==> src/design/pqr_divider.sv <==
`default_nettype none
// ----------------------------------------------------------------------------
// pqr_divider: radix-2 restoring divider
// Divides a 24-bit sum by a 16-bit count, one quotient bit per cycle.
// ----------------------------------------------------------------------------
module pqr_divider (
  input  wire logic        clk,
  input  wire logic        rst,
  input  wire logic        start,
  input  wire logic [23:0] dividend,
  input  wire logic [15:0] divisor,
  output logic             done,
  output logic [7:0]       quotient
);
  logic [4:0]  count;
  logic        busy;
  logic [23:0] quo;
  logic [16:0] rem;
  logic [16:0] trial;
  logic [15:0] dsr;

  assign trial    = {rem[15:0], quo[23]} - {1'b0, dsr};
  assign quotient = quo[7:0];

  // shift-subtract iteration
  always_ff @(posedge clk) begin
    if (rst) begin
      busy  <= 1'b0;
      count <= '0;
      done  <= 1'b0;
    end else if (start) begin
      busy  <= 1'b1;
      count <= 5'd0;
      quo   <= dividend;
      rem   <= '0;
      dsr   <= divisor;
      done  <= 1'b0;
    end else if (busy) begin
      if (!trial[16]) begin
        rem <= trial;
        quo <= {quo[22:0], 1'b1};
      end else begin
        rem <= {rem[15:0], quo[23]};
        quo <= {quo[22:0], 1'b0};
      end
      count <= count + 5'd1;
      done  <= (count == 5'd23);
      if (count == 5'd23) busy <= 1'b0;
    end else begin
      done <= 1'b0;
    end
  end
endmodule
`default_nettype wire
==> config.mk <==
export PLATFORM = sky130hd
export DESIGN_NAME = pqr_divider
export DESIGN_NICKNAME = d
export VERILOG_FILES = /design/src/design/pqr_divider.sv
export SDC_FILE = /design/constraint.sdc
export NUM_CORES = 1
export LEC_CHECK = 0
export BUFFER_PORTS_ARGS = -buffer_cell sky130_fd_sc_hd__buf_2
export CAP_MARGIN = 30
export CORE_MARGIN = 5
export CORE_UTILIZATION = 25
export CTS_CLUSTER_DIAMETER = 80
export DETAILED_ROUTE_END_ITERATION = 6
export GPL_TIMING_DRIVEN = 0
export SLEW_MARGIN = 10
export SYNTH_ARGS = -nofsm -noshare
export SYNTH_HDL_FRONTEND = slang
export SYNTH_SLANG_ARGS = --single-unit
==> constraint.sdc <==
create_clock -name clk -period 3.9 [get_ports clk]
set_clock_uncertainty 0.15 [all_clocks]
set_input_delay 0.585 -clock clk [delete_from_list [all_inputs] [get_ports clk]]
set_output_delay 0.585 -clock clk [all_outputs]
set_load 0.02 [all_outputs]
==> results.sh <==
export IMPL_hold_path_depth=1
export IMPL_syn_num_nets=350
export IMPL_tightest_slew_ns=0.626
export IMPL_clk_pin_slew_worst_paths_ns=0.06
export IMPL_rsz0062_at_grt="no"
export IMPL_post_cts_setup_buffer_count=0
export IMPL_wl_per_cell_um=13.3
export IMPL_worst_path_max_fanout=10
export IMPL_synth_compound_area_share_pct=9.05
export IMPL_setup_viol_count_final=0
export IMPL_grt_max_degree=25
export IMPL_fin_crit_ns=3.10
export IMPL_critPathBufInv=2
export IMPL_crit_slowest_cell="fa_1"
export IMPL_synth_top_area_share_pct=49.2
export IMPL_vias_per_cell=4.36
export IMPL_r2r_cells=10
export IMPL_synthSimpleGateAreaFrac_pct=9.74
export IMPL_io_buffers=51
export IMPL_antenna_found_initial=1
export IMPL_grt_pass1_wl_um=11900
export IMPL_crit_chain="inv_1 -> ha_1 -> fa_1 -> nand2b_1 -> a21oi_2 -> o211ai_2 -> o211a_1 -> a311o_1 -> buf_2 -> mux2_2"
export IMPL_cellPowerDensity_mw_per_mm2=466
export IMPL_ys_warn_count=0
export IMPL_drt_pass1_iterations=4
export IMPL_grt_overflow=0
export IMPL_vdd_ir_drop_worst_mv=0.245
export IMPL_dp_slack_ns=0.823
export IMPL_timing_slew_headroom_pct=58.2
export IMPL_async_flop_share_pct=0
export IMPL_worstPathArrival_ns=3.02
export IMPL_layout_commonest_cell="edfxtp_1"
export IMPL_mostFrequentLayoutCells="edfxtp_1, buf_2, nor2_1"
export IMPL_synth_fa_ha_area_share_pct=6.81
export IMPL_power_leakage_nw=1.74
export IMPL_hold_path_end="dsr[2]"
export IMPL_cp_slowest_stage_delay_ns=0.41
export IMPL_drv_slew=0
export IMPL_core_area_sq_mm=0.0133
export IMPL_timing_fmax_mhz=323
export IMPL_ys_seq_area_share_pct=53.3
export IMPL_ant_nets=0
export IMPL_grtUsageTotal_pct=9.36
export IMPL_synth_xor_area_share_pct=3.59
export IMPL_area_growth_pct=23.4
export IMPL_numCtsBuffers=9
export IMPL_synthTopCellsByArea="edfxtp_1, mux2_2, ha_1"
export IMPL_syn_cell_area_sq_mm=0.00342
export IMPL_hp_start="divisor[2]"
export IMPL_cts_tree="yes"
export IMPL_layout_nets=414
export IMPL_drive_gt1_share_pct=30.2
export IMPL_synth_cell_type_count=46
export IMPL_ioPinCount=52
export IMPL_required_ns=3.83
export IMPL_cts_sinks=63
export IMPL_endpoint_kind="register"
export IMPL_std_cell_rows=42
export IMPL_cts_root_buf="clkbuf_16"
export IMPL_avgSynthCellArea_sq_um=11.8
export IMPL_crit_family="compound AO/OA/AOI/OAI gates"
export IMPL_die_w_um=127
export IMPL_synthMuxAreaShare_pct=12.0
export IMPL_synth_top_family_by_area="multiplexers"
export IMPL_synth_top_cell_by_area="edfxtp_1"
export IMPL_dieArea_sq_mm=0.0161
export IMPL_finalWirelength_um=7090
export IMPL_syn_inst=289
export IMPL_first_iter_violations=116
export IMPL_drc=0
export IMPL_synth_edf_count=56
export IMPL_cts_resized=0
export IMPL_worst_r2r_setup_slack_ns=0.80
export IMPL_worst_setup_path_start_kind="register"
export IMPL_path_class="register to register"
export IMPL_fin_ws_ns=0.804
export IMPL_grt_pass1_vias=2480
export IMPL_timing_rr_end="quo[0]"
export IMPL_cts_max_path_buffers=2
export IMPL_holdBufCountCts=0
export IMPL_outcome="finished, final reports clean"
export IMPL_worstReg2RegStart="quo[23]"
export IMPL_finalHoldViolCount=0
export IMPL_worstHoldPathType="primary input to register"
export IMPL_ys_ff_latch=63
export IMPL_worstSkewPairLatency_ns=0.33
export IMPL_gp_congestion=0.735
export IMPL_vias=2327
export IMPL_cts_max_level=3
export IMPL_synth_main_ff_cell="edfxtp_1"
export IMPL_start_util_pct=25.7
export IMPL_hpwlAfterDp_um=5150
export IMPL_period_share_pct=79.4
export IMPL_die_height_um=127
export IMPL_drv_cap=0
export IMPL_n_antenna_cell=0
export IMPL_whs_ns=0.279
[power by group]
part | total, mW | leakage (nW) | internal, mW | switching (mW)
Combinational | 0.415 | 1.01 | 0.194 | 0.221
Clock | 0.728 | 0.129 | 0.429 | 0.299
Sequential | 0.822 | 0.592 | 0.801 | 0.0204
Total | 1.96 | 1.74 | 1.42 | 0.541
[synthesized netlist by cell type (2+ instances only)]
library cell / instances
o22ai_1: 2
a21o_1: 5
nand2_1: 11
inv_1: 21
o2111ai_1: 2
nand3_1: 3
o21a_1: 2
o21ai_0: 8
nor2_1: 33
clkbuf_1: 4
and2_1: 3
edfxtp_1: 56
mux2i_1: 14
nand4_1: 4
a211oi_1: 2
xnor2_1: 10
nor3_1: 3
buf_2: 2
buf_4: 8
a21oi_1: 12
mux2_2: 24
and3_1: 3
o21bai_1: 3
nand2b_1: 4
xor2_1: 4
dfxtp_1: 7
buf_1: 3
ha_1: 17
nor2b_1: 2
[metrics by stage]
stage | instance area, sq um | std cells | util [%] | power (mW) | setup TNS [ns]
2_1_floorplan | 3420 | 289 | - | 1.15 | 0
3_3_place_gp | 3890 | 516 | 29.3 | 1.24 | -25.94
3_5_place_dp | 3940 | 518 | 29.6 | 1.25 | 0
4_1_cts | 4220 | 534 | 31.7 | 2.00 | 0
5_1_grt | 4220 | 534 | 31.7 | 2.09 | 0
6_report | 4220 | 534 | 31.7 | 1.96 | 0
[per-layer routing]
metal,GRT usage (%),vias to the layer above,routed length [um]
li1,-,1170,-
met1,11.2,1084,3200
met2,15.1,60,3290
met3,4.41,11,496
met4,2.65,2,79
met5,0,-,14
[state kept, by name, summed over array words and instances, names as in the netlist]
| name | flops |
|---|---|
| busy | 1 |
| count | 5 |
| done | 1 |
| dsr | 16 |
| quo | 24 |
| rem | 16 |
[logic make-up (layout without fill, tap and decap cells)]
kind of cell	Yosys count	count (layout)
buffers and inverters	39	108
flip-flops	63	63
AO/OA/AOI/OAI	46	46
multiplexers	38	38
adder cells (fa/ha/maj)	18	18
AND/OR/NAND/NOR	71	71
XOR/XNOR	14	14
[worst register-to-register path, delay by kind of cell (launching register included)]
family                     cells  cell delay [ns]
AOI/OAI and AO/OA              4             0.98
DFF                            1             0.32
adders and majority gates      2             0.63
muxes                          1             0.30
and+or+nand+nor                1             0.19
buffers and inverters          2             0.28
[layout make-up]
type	count	area, sq um
fill	1359	9080
sequential	63	1820
multi-input combinational	187	1420
timing repair buffer	53	294
clock buffer	9	225
tap	176	220
buffer	18	108
inverter	21	78.8
clock inverter	7	50.0
[worst max-delay path by stage]
stage / from / endpoint / depth (start not counted)
floorplan: start / quo[0] / 3
global placement: start / quo[13] / 4
detailed placement: quo[23] / quo[0] / 10
CTS: quo[23] / quo[0] / 10
global route: quo[23] / rem[12] / 11
finish: quo[23] / quo[0] / 10
Note: power is estimated with default switching activity, not from simulation.
